<file path="src/hw/rtl/yab_pkg.sv">
package yab_pkg;

    localparam int COEF_FRAC_BITS_DEF = 12;

    localparam int CFG_IDX_W  = 2;
    localparam int CFG_DATA_W = 8;
    localparam int PIX_W      = 8;

    localparam logic [CFG_IDX_W-1:0] CFG_ALPHA = 2'd0;
    localparam logic [CFG_IDX_W-1:0] CFG_MODE  = 2'd1;

    localparam logic MODE_FADE    = 1'b0;
    localparam logic MODE_OVERLAY = 1'b1;

    localparam int RGB_W   = 12;
    localparam int CHAN_W  = 13;
    localparam int BLEND_W = 29;

endpackage

</file>
<file path="src/hw/rtl/yuv_alpha_blend_pipeline.sv">
// Result: each request taken at a clock edge passes through the stages in order; its result is on
// the ports from the last stage's registers, with done high for one cycle.
// Throughput: one request every cycle, set by the six-stage pipeline; busy stays low.
// The receiver cannot stall, so no stage ever holds.
// Reset (rst_n low, asynchronous) clears the stage valid bits, alpha and blend_mode.
module yuv_alpha_blend_pipeline #(
    parameter int COEF_FRAC_BITS = yab_pkg::COEF_FRAC_BITS_DEF
) (
    input  logic                           clk,
    input  logic                           rst_n,
    input  logic                           start,
    output logic                           busy,
    input  logic [yab_pkg::PIX_W-1:0]      y_first,
    input  logic [yab_pkg::PIX_W-1:0]      u_first,
    input  logic [yab_pkg::PIX_W-1:0]      v_first,
    input  logic [yab_pkg::PIX_W-1:0]      y_second,
    input  logic [yab_pkg::PIX_W-1:0]      u_second,
    input  logic [yab_pkg::PIX_W-1:0]      v_second,
    input  logic                           chroma_site,
    output logic                           done,
    output logic [yab_pkg::PIX_W-1:0]      y_out,
    output logic [yab_pkg::PIX_W-1:0]      u_out,
    output logic [yab_pkg::PIX_W-1:0]      v_out,
    output logic                           chroma_valid,
    input  logic                           cfg_valid,
    output logic                           cfg_ready,
    input  logic [yab_pkg::CFG_IDX_W-1:0]  cfg_index,
    input  logic [yab_pkg::CFG_DATA_W-1:0] cfg_data
);

    localparam int F   = COEF_FRAC_BITS;
    localparam int CW  = F + 3;
    localparam int YQW = F + 9;
    localparam int PW1 = CW + 8;
    localparam int SW1 = F + 12;
    localparam int PW2 = CW + yab_pkg::CHAN_W;
    localparam int SW2 = F + 14;
    localparam int RW  = yab_pkg::RGB_W;
    localparam int CHW = yab_pkg::CHAN_W;
    localparam int BW  = yab_pkg::BLEND_W;

    localparam logic signed [CW-1:0] K_RV = CW'(((1140 << F) + 500) / 1000);
    localparam logic signed [CW-1:0] K_GU = CW'(((394 << F) + 500) / 1000);
    localparam logic signed [CW-1:0] K_GV = CW'(((581 << F) + 500) / 1000);
    localparam logic signed [CW-1:0] K_BU = CW'(((2032 << F) + 500) / 1000);
    localparam logic signed [CW-1:0] K_YR = CW'(((299 << F) + 500) / 1000);
    localparam logic signed [CW-1:0] K_YG = CW'(((587 << F) + 500) / 1000);
    localparam logic signed [CW-1:0] K_YB = CW'(((114 << F) + 500) / 1000);
    localparam logic signed [CW-1:0] K_UR = CW'(((147 << F) + 500) / 1000);
    localparam logic signed [CW-1:0] K_UG = CW'(((289 << F) + 500) / 1000);
    localparam logic signed [CW-1:0] K_UB = CW'(((436 << F) + 500) / 1000);
    localparam logic signed [CW-1:0] K_VR = CW'(((615 << F) + 500) / 1000);
    localparam logic signed [CW-1:0] K_VG = CW'(((515 << F) + 500) / 1000);
    localparam logic signed [CW-1:0] K_VB = CW'(((100 << F) + 500) / 1000);

    localparam logic signed [SW1-1:0] BIAS1 = SW1'((1 << F) - 1);
    localparam logic signed [SW2-1:0] BIAS2 = SW2'((1 << F) - 1);
    localparam logic signed [SW2-1:0] HALF  = SW2'(128 << F);

    function automatic logic signed [RW-1:0] trunc_rgb(input logic signed [SW1-1:0] x);
        logic signed [SW1-1:0] b;
        logic signed [SW1-1:0] sh;
        b  = x + (x[SW1-1] ? BIAS1 : SW1'(0));
        sh = b >>> F;
        return sh[RW-1:0];
    endfunction

    function automatic logic [7:0] trunc_clamp(input logic signed [SW2-1:0] x);
        logic signed [SW2-1:0] b;
        logic signed [SW2-1:0] sh;
        logic signed [13:0]    t;
        b  = x + (x[SW2-1] ? BIAS2 : SW2'(0));
        sh = b >>> F;
        t  = sh[13:0];
        if (t < 14'sd0)
            return 8'd0;
        else if (t > 14'sd255)
            return 8'd255;
        else
            return t[7:0];
    endfunction

    logic [7:0] alpha_reg;
    logic       blend_mode_reg;

    assign cfg_ready = 1'b1;
    assign busy      = 1'b0;

    always_ff @(posedge clk or negedge rst_n)
    begin
        if (!rst_n)
        begin
            alpha_reg      <= 8'd0;
            blend_mode_reg <= yab_pkg::MODE_FADE;
        end
        else if (cfg_valid && cfg_ready)
        begin
            case (cfg_index)
                yab_pkg::CFG_ALPHA: alpha_reg      <= cfg_data[7:0];
                yab_pkg::CFG_MODE:  blend_mode_reg <= cfg_data[0];
                default:
                begin
                end
            endcase
        end
    end

    // valid chain
    logic v1_reg, v2_reg, v3_reg, v4_reg, v5_reg, done_reg;

    always_ff @(posedge clk or negedge rst_n)
    begin
        if (!rst_n)
        begin
            v1_reg   <= 1'b0;
            v2_reg   <= 1'b0;
            v3_reg   <= 1'b0;
            v4_reg   <= 1'b0;
            v5_reg   <= 1'b0;
            done_reg <= 1'b0;
        end
        else
        begin
            v1_reg   <= start && !busy;
            v2_reg   <= v1_reg;
            v3_reg   <= v2_reg;
            v4_reg   <= v3_reg;
            v5_reg   <= v4_reg;
            done_reg <= v5_reg;
        end
    end

    // stage 1: chroma products
    logic [7:0]             y_in [2];
    logic [7:0]             u_in [2];
    logic [7:0]             v_in [2];
    logic signed [7:0]      du_next [2];
    logic signed [7:0]      dv_next [2];
    logic signed [YQW-1:0]  yq1_reg [2];
    logic signed [PW1-1:0]  rv1_reg [2];
    logic signed [PW1-1:0]  gu1_reg [2];
    logic signed [PW1-1:0]  gv1_reg [2];
    logic signed [PW1-1:0]  bu1_reg [2];
    logic                   site1_reg;

    assign y_in[0] = y_first;
    assign u_in[0] = u_first;
    assign v_in[0] = v_first;
    assign y_in[1] = y_second;
    assign u_in[1] = u_second;
    assign v_in[1] = v_second;

    always_comb
    begin
        for (int i = 0; i < 2; i++)
        begin
            du_next[i] = {~u_in[i][7], u_in[i][6:0]};
            dv_next[i] = {~v_in[i][7], v_in[i][6:0]};
        end
    end

    always_ff @(posedge clk)
    begin
        for (int i = 0; i < 2; i++)
        begin
            yq1_reg[i] <= $signed({1'b0, y_in[i], {F{1'b0}}});
            rv1_reg[i] <= PW1'(K_RV) * PW1'(dv_next[i]);
            gu1_reg[i] <= PW1'(K_GU) * PW1'(du_next[i]);
            gv1_reg[i] <= PW1'(K_GV) * PW1'(dv_next[i]);
            bu1_reg[i] <= PW1'(K_BU) * PW1'(du_next[i]);
        end
        site1_reg <= chroma_site;
    end

    // stage 2: sum and truncate to RGB
    logic signed [SW1-1:0] yqe [2];
    logic signed [RW-1:0]  r2_next [2];
    logic signed [RW-1:0]  g2_next [2];
    logic signed [RW-1:0]  b2_next [2];
    logic signed [RW-1:0]  r2_reg [2];
    logic signed [RW-1:0]  g2_reg [2];
    logic signed [RW-1:0]  b2_reg [2];
    logic                  site2_reg;

    always_comb
    begin
        for (int i = 0; i < 2; i++)
        begin
            yqe[i]     = SW1'(yq1_reg[i]);
            r2_next[i] = trunc_rgb(yqe[i] + SW1'(rv1_reg[i]));
            g2_next[i] = trunc_rgb(yqe[i] - SW1'(gu1_reg[i]) - SW1'(gv1_reg[i]));
            b2_next[i] = trunc_rgb(yqe[i] + SW1'(bu1_reg[i]));
        end
    end

    always_ff @(posedge clk)
    begin
        r2_reg    <= r2_next;
        g2_reg    <= g2_next;
        b2_reg    <= b2_next;
        site2_reg <= site1_reg;
    end

    // stage 3: scale by alpha
    logic signed [RW-1:0]  c1 [3];
    logic signed [RW-1:0]  c2 [3];
    logic signed [CHW-1:0] d3 [3];
    logic [RW-1:0]         x3 [3];
    logic signed [15:0]    s3 [3];
    logic signed [12:0]    a13;
    logic signed [BW-1:0]  m3_next [3];
    logic signed [BW-1:0]  m3_reg [3];
    logic signed [RW-1:0]  c2_3_reg [3];
    logic                  mode3_reg;
    logic                  site3_reg;

    assign c1[0] = r2_reg[0];
    assign c1[1] = g2_reg[0];
    assign c1[2] = b2_reg[0];
    assign c2[0] = r2_reg[1];
    assign c2[1] = g2_reg[1];
    assign c2[2] = b2_reg[1];
    assign a13   = $signed({1'b0, alpha_reg, 4'b0000});

    always_comb
    begin
        for (int k = 0; k < 3; k++)
        begin
            d3[k]      = CHW'(c1[k]) - CHW'(c2[k]);
            x3[k]      = (blend_mode_reg == yab_pkg::MODE_OVERLAY) ? d3[k][RW-1:0] : c1[k];
            s3[k]      = $signed({x3[k], 4'b0000});
            m3_next[k] = BW'(s3[k]) * BW'(a13);
        end
    end

    always_ff @(posedge clk)
    begin
        m3_reg    <= m3_next;
        c2_3_reg  <= c2;
        mode3_reg <= blend_mode_reg;
        site3_reg <= site2_reg;
    end

    // stage 4: floor, and add image two in overlay mode
    logic signed [CHW-1:0] f4 [3];
    logic signed [CHW-1:0] c4_next [3];
    logic signed [CHW-1:0] c4_reg [3];
    logic                  site4_reg;

    always_comb
    begin
        for (int k = 0; k < 3; k++)
        begin
            f4[k]      = m3_reg[k][BW-1:16];
            c4_next[k] = (mode3_reg == yab_pkg::MODE_OVERLAY) ? f4[k] + CHW'(c2_3_reg[k])
                                                              : f4[k];
        end
    end

    always_ff @(posedge clk)
    begin
        c4_reg    <= c4_next;
        site4_reg <= site3_reg;
    end

    // stage 5: YUV products
    logic signed [PW2-1:0] yr5_reg, yg5_reg, yb5_reg;
    logic signed [PW2-1:0] ur5_reg, ug5_reg, ub5_reg;
    logic signed [PW2-1:0] vr5_reg, vg5_reg, vb5_reg;
    logic                  site5_reg;

    always_ff @(posedge clk)
    begin
        yr5_reg   <= PW2'(K_YR) * PW2'(c4_reg[0]);
        yg5_reg   <= PW2'(K_YG) * PW2'(c4_reg[1]);
        yb5_reg   <= PW2'(K_YB) * PW2'(c4_reg[2]);
        ur5_reg   <= PW2'(K_UR) * PW2'(c4_reg[0]);
        ug5_reg   <= PW2'(K_UG) * PW2'(c4_reg[1]);
        ub5_reg   <= PW2'(K_UB) * PW2'(c4_reg[2]);
        vr5_reg   <= PW2'(K_VR) * PW2'(c4_reg[0]);
        vg5_reg   <= PW2'(K_VG) * PW2'(c4_reg[1]);
        vb5_reg   <= PW2'(K_VB) * PW2'(c4_reg[2]);
        site5_reg <= site4_reg;
    end

    // stage 6: sum, truncate, clamp; chroma zeroed off a chroma site
    logic signed [SW2-1:0] ys6, us6, vs6;
    logic [7:0]            y_out_reg, u_out_reg, v_out_reg;
    logic                  cv_reg;

    always_comb
    begin
        ys6 = SW2'(yr5_reg) + SW2'(yg5_reg) + SW2'(yb5_reg);
        us6 = SW2'(ub5_reg) - SW2'(ur5_reg) - SW2'(ug5_reg) + HALF;
        vs6 = SW2'(vr5_reg) - SW2'(vg5_reg) - SW2'(vb5_reg) + HALF;
    end

    always_ff @(posedge clk)
    begin
        y_out_reg <= trunc_clamp(ys6);
        u_out_reg <= site5_reg ? trunc_clamp(us6) : 8'd0;
        v_out_reg <= site5_reg ? trunc_clamp(vs6) : 8'd0;
        cv_reg    <= site5_reg;
    end

    assign done         = done_reg;
    assign y_out        = y_out_reg;
    assign u_out        = u_out_reg;
    assign v_out        = v_out_reg;
    assign chroma_valid = cv_reg;

`ifndef SYNTH
    a_chroma_zero: assert property (@(posedge clk) disable iff (!rst_n)
        (done && !chroma_valid) |-> (u_out == 8'd0 && v_out == 8'd0))
        else $error("chroma fields not zero off a chroma site");

    a_done_follows: assert property (@(posedge clk) disable iff (!rst_n)
        v5_reg |=> done)
        else $error("result strobe lost in last stage");

    a_alpha_write: assert property (@(posedge clk) disable iff (!rst_n)
        (cfg_valid && cfg_index == yab_pkg::CFG_ALPHA) |=> alpha_reg == $past(cfg_data))
        else $error("alpha write not taken");

    a_idle_out: assert property (@(posedge clk) disable iff (!rst_n)
        !v4_reg |=> ##1 !done)
        else $error("result strobe without a request");
`endif

endmodule
</file>
<file path="config.mk">
export PLATFORM = sky130hd
export DESIGN_NAME = yuv_alpha_blend_pipeline
export DESIGN_NICKNAME = d
export VERILOG_FILES = /design/src/hw/rtl/yab_pkg.sv /design/src/hw/rtl/yuv_alpha_blend_pipeline.sv
export SDC_FILE = /design/constraint.sdc
export NUM_CORES = 2
export LEC_CHECK = 0
export BUFFER_PORTS_ARGS = -buffer_cell sky130_fd_sc_hd__buf_2
export CAP_MARGIN = 20
export CORE_MARGIN = 2
export CORE_UTILIZATION = 65
export DETAILED_ROUTE_END_ITERATION = 10
export GPL_TIMING_DRIVEN = 1
export PLACE_DENSITY = 0.93
export SYNTH_ARGS = -nofsm -noshare
export SYNTH_HDL_FRONTEND = slang
export SYNTH_SLANG_ARGS = --single-unit
</file>
<file path="constraint.sdc">
create_clock -name clk -period 9.2 [get_ports clk]
set_input_delay 2.76 -clock clk [delete_from_list [all_inputs] [get_ports clk]]
set_output_delay 2.76 -clock clk [all_outputs]
set_load 0.02 [all_outputs]
</file>
==> flow_metrics.tcl <==
set metrics [dict create \
    fmax_mhz 121 \
    nets 10100 \
    count_of_boundary_i_o_pins 91 \
    grt_pass1_wl_um 298000 \
    synth.yosys.seq_area_share_pct 16.9 \
    gp_routability_congestion 0.961 \
    ys_warn_count 0 \
    dominantRegCellSynth "sky130_fd_sc_hd__dfxtp_1" \
    post_drt_via_cell_ratio 5.87 \
    die-width_um 338 \
    drive_above_1_share_pct 4.39 \
    worstRegToRegCells 31 \
    worstPathMaxFanout 10 \
    grt_overflow_total 0 \
    port_buffers 88 \
    cts_tree "done" \
    detailroute.via_count 55000 \
    fp.dieArea_um2 114000 \
    run_status "complete, no violations" \
    place.detailed.hpwl_um 146000 \
    period_share_pct 89.9 \
    antenna_violations_before_repair 15 \
    worst_slew_pin_slew_ns 1.17 \
    largest_register_ff_count 46 \
    tns_ns 0 \
    yosys_register_bits 609 \
    drt_first_pass_iters 6 \
    critical-path-top-cell-by-count "sky130_fd_sc_hd__o21ai_0" \
    report.final.setup_viol 0 \
    setup.worst_path.end_class "flop" \
    synthDistinctLibCells 98 \
    timing.critical_path.slowest_cell_delay_ns 0.63 \
    final_common_cell "sky130_fd_sc_hd__inv_1" \
    first_global_vias 60000 \
    critical_path.startpoint "b2_reg[1]$_DFF_P_" \
    cts_sinks 609 \
    synthToLayoutAreaGrowth_pct 6.55 \
    final_number_of_hold_violating_endpoints 0 \
    post-route-drc-count 0 \
    asyncSetResetFlopFracSynth_pct 2.46 \
    rsz0062_at_grt "no" \
    regArea_um2 12300 \
    post_cts_resized 0 \
    cts_max_path_buffers 3 \
    placement_rows 122 \
    cts_hold_buf 0 \
    post-cts-setup-buffer-count 0 \
    timing_max_transition_violations_final 0 \
    start_util_pct 65.5 \
    edff_count_synth 0 \
    core_area_um2 111000 \
    synthesis.area_per_instance_um2 9.45 \
    routed_antenna_nets 0 \
    syn_area_um2 72600 \
    crit_required_ns 9.80 \
    crit-reg2reg-launch "b2_reg[1]$_DFF_P_" \
    ctsHtreeMaxLevel 3 \
    tritoncts.num_buffers 73 \
    drt_first_iter_violations 3519 \
    period_minus_slack_ns 8.28 \
    worst_skew_pair.late_latency_ns 0.68 \
    global_route.usage.total_pct 32.1 \
    most-common-layout-cells "sky130_fd_sc_hd__inv_1, sky130_fd_sc_hd__ha_1, sky130_fd_sc_hd__fa_1" \
    fillerInstances 7360 \
    regToRegSetupSlack_ns 0.92 \
    crit_path_start_kind "flop" \
    clkSlewWorstSetupHoldPaths_ns 0.06 \
    pin_count_of_the_biggest_net_entering_global_routing 40 \
    cts_root_buffer_type "sky130_fd_sc_hd__clkbuf_16" \
    timing.rr.end "f4[9]$_DFF_P_" \
    setup.worst_path.end "f4[9]$_DFF_P_" \
    ws_path_type "reg2reg" \
    drv.max_cap_violation_count 0 \
    routedWlPerCell_um 19.4 \
    max_slew_margin_pct 21.7 \
    timing.critical_path.slowest_stage_cell "sky130_fd_sc_hd__fa_1" \
    multi_input_area_um2 54400 \
    synth_cells 7685 \
    routed_wirelength_um 182000 \
    die-height_um 338 \
    clock-skew-final_ns 0.0305 \
    worst_min_delay_path_class "reg2reg" \
    crit_arrival_ns 8.87 \
]
## final cells by class
type | count | share of cell area, %
antenna | 7 | 0.0226
clock buffer | 92 | 2.59
sequential | 609 | 15.9
clock inverter | 43 | 0.579
multi-input combinational | 5488 | 70.3
timing repair buffer | 109 | 0.778
inverter | 1547 | 7.50
tap | 1488 | 2.41
## stage by stage
step | instance area (um2) | worst slack, ns | hold WS [ns] | utilization (%) | cells
after detailed placement | 74900 | 1.49 | 0.313 | 67.6 | 9238
after CTS | 77300 | 1.13 | 0.333 | 69.8 | 9373
after global placement | 74900 | 1.52 | 0.317 | 67.6 | 9238
after floorplan | 72700 | 2.08 | 0.310 | - | 7713
final | 77400 | 0.925 | 0.331 | 69.8 | 9383
after global routing | 77400 | 0.391 | 0.341 | 69.8 | 9377
## cell usage after synthesis, types with 28 or more instances
library cell | count | share of area [%]
sky130_fd_sc_hd__a211oi_1 | 28 | 0.29
sky130_fd_sc_hd__a21boi_0 | 47 | 0.49
sky130_fd_sc_hd__a21o_1 | 114 | 1.2
sky130_fd_sc_hd__a21oi_1 | 395 | 2.7
sky130_fd_sc_hd__a31oi_1 | 28 | 0.24
sky130_fd_sc_hd__and2_1 | 127 | 1.1
sky130_fd_sc_hd__and3_1 | 34 | 0.29
sky130_fd_sc_hd__clkbuf_1 | 57 | 0.29
sky130_fd_sc_hd__dfxtp_1 | 594 | 16
sky130_fd_sc_hd__fa_1 | 780 | 21
sky130_fd_sc_hd__ha_1 | 1450 | 25
sky130_fd_sc_hd__inv_1 | 1546 | 8.0
sky130_fd_sc_hd__mux2_2 | 59 | 0.91
sky130_fd_sc_hd__mux2i_1 | 36 | 0.50
sky130_fd_sc_hd__nand2_1 | 326 | 1.7
sky130_fd_sc_hd__nand2b_1 | 78 | 0.67
sky130_fd_sc_hd__nand3_1 | 104 | 0.72
sky130_fd_sc_hd__nor2_1 | 319 | 1.6
sky130_fd_sc_hd__nor2b_1 | 158 | 1.4
sky130_fd_sc_hd__nor3_1 | 107 | 0.74
sky130_fd_sc_hd__o21a_1 | 68 | 0.70
sky130_fd_sc_hd__o21ai_0 | 228 | 1.6
sky130_fd_sc_hd__o21bai_1 | 95 | 0.98
sky130_fd_sc_hd__xnor2_1 | 424 | 5.1
sky130_fd_sc_hd__xor2_1 | 144 | 1.7
## how the worst min path moves through the flow
stage                            from                 to  slack, ns  cells after the start
floorplan           site1_reg$_DFF_P_  site2_reg$_DFF_P_       0.31                      0
global placement    site4_reg$_DFF_P_  site5_reg$_DFF_P_       0.32                      0
detailed placement  site4_reg$_DFF_P_  site5_reg$_DFF_P_       0.31                      0
CTS                 site4_reg$_DFF_P_  site5_reg$_DFF_P_       0.33                      0
global route        site3_reg$_DFF_P_  site4_reg$_DFF_P_       0.34                      0
finish              site4_reg$_DFF_P_  site5_reg$_DFF_P_       0.33                      0
## critical path: cells and delay by family (launching register included)
family	cells	cell delay, ns
and+or+nand+nor	5	1.16
buffers and inverters	4	0.26
DFF	1	0.33
AOI/OAI and AO/OA	14	3.12
xor gates and xnor gates	2	0.55
adders and majority gates	6	2.77
## metal layers
layer / global-route usage (%) / up-vias / wire, um
li1: - / 25300 / -
met1: 35.1 / 26500 / 66100
met2: 55.6 / 2329 / 87900
met3: 5.75 / 880 / 12300
met4: 24.5 / 18 / 16000
met5: 0 / - / 123
## kinds of logic after synthesis
family	synth area share (%)
xor gates and xnor gates	6.85
DFF	16.9
other	0.0103
muxes	1.43
adders and majority gates	46.5
and+or+nand+nor	9.58
buffers and inverters	8.39
AOI/OAI and AO/OA	10.3
Power is not shown: default switching activity piles up to over one toggle a cycle in this logic, so the estimate is an artifact.
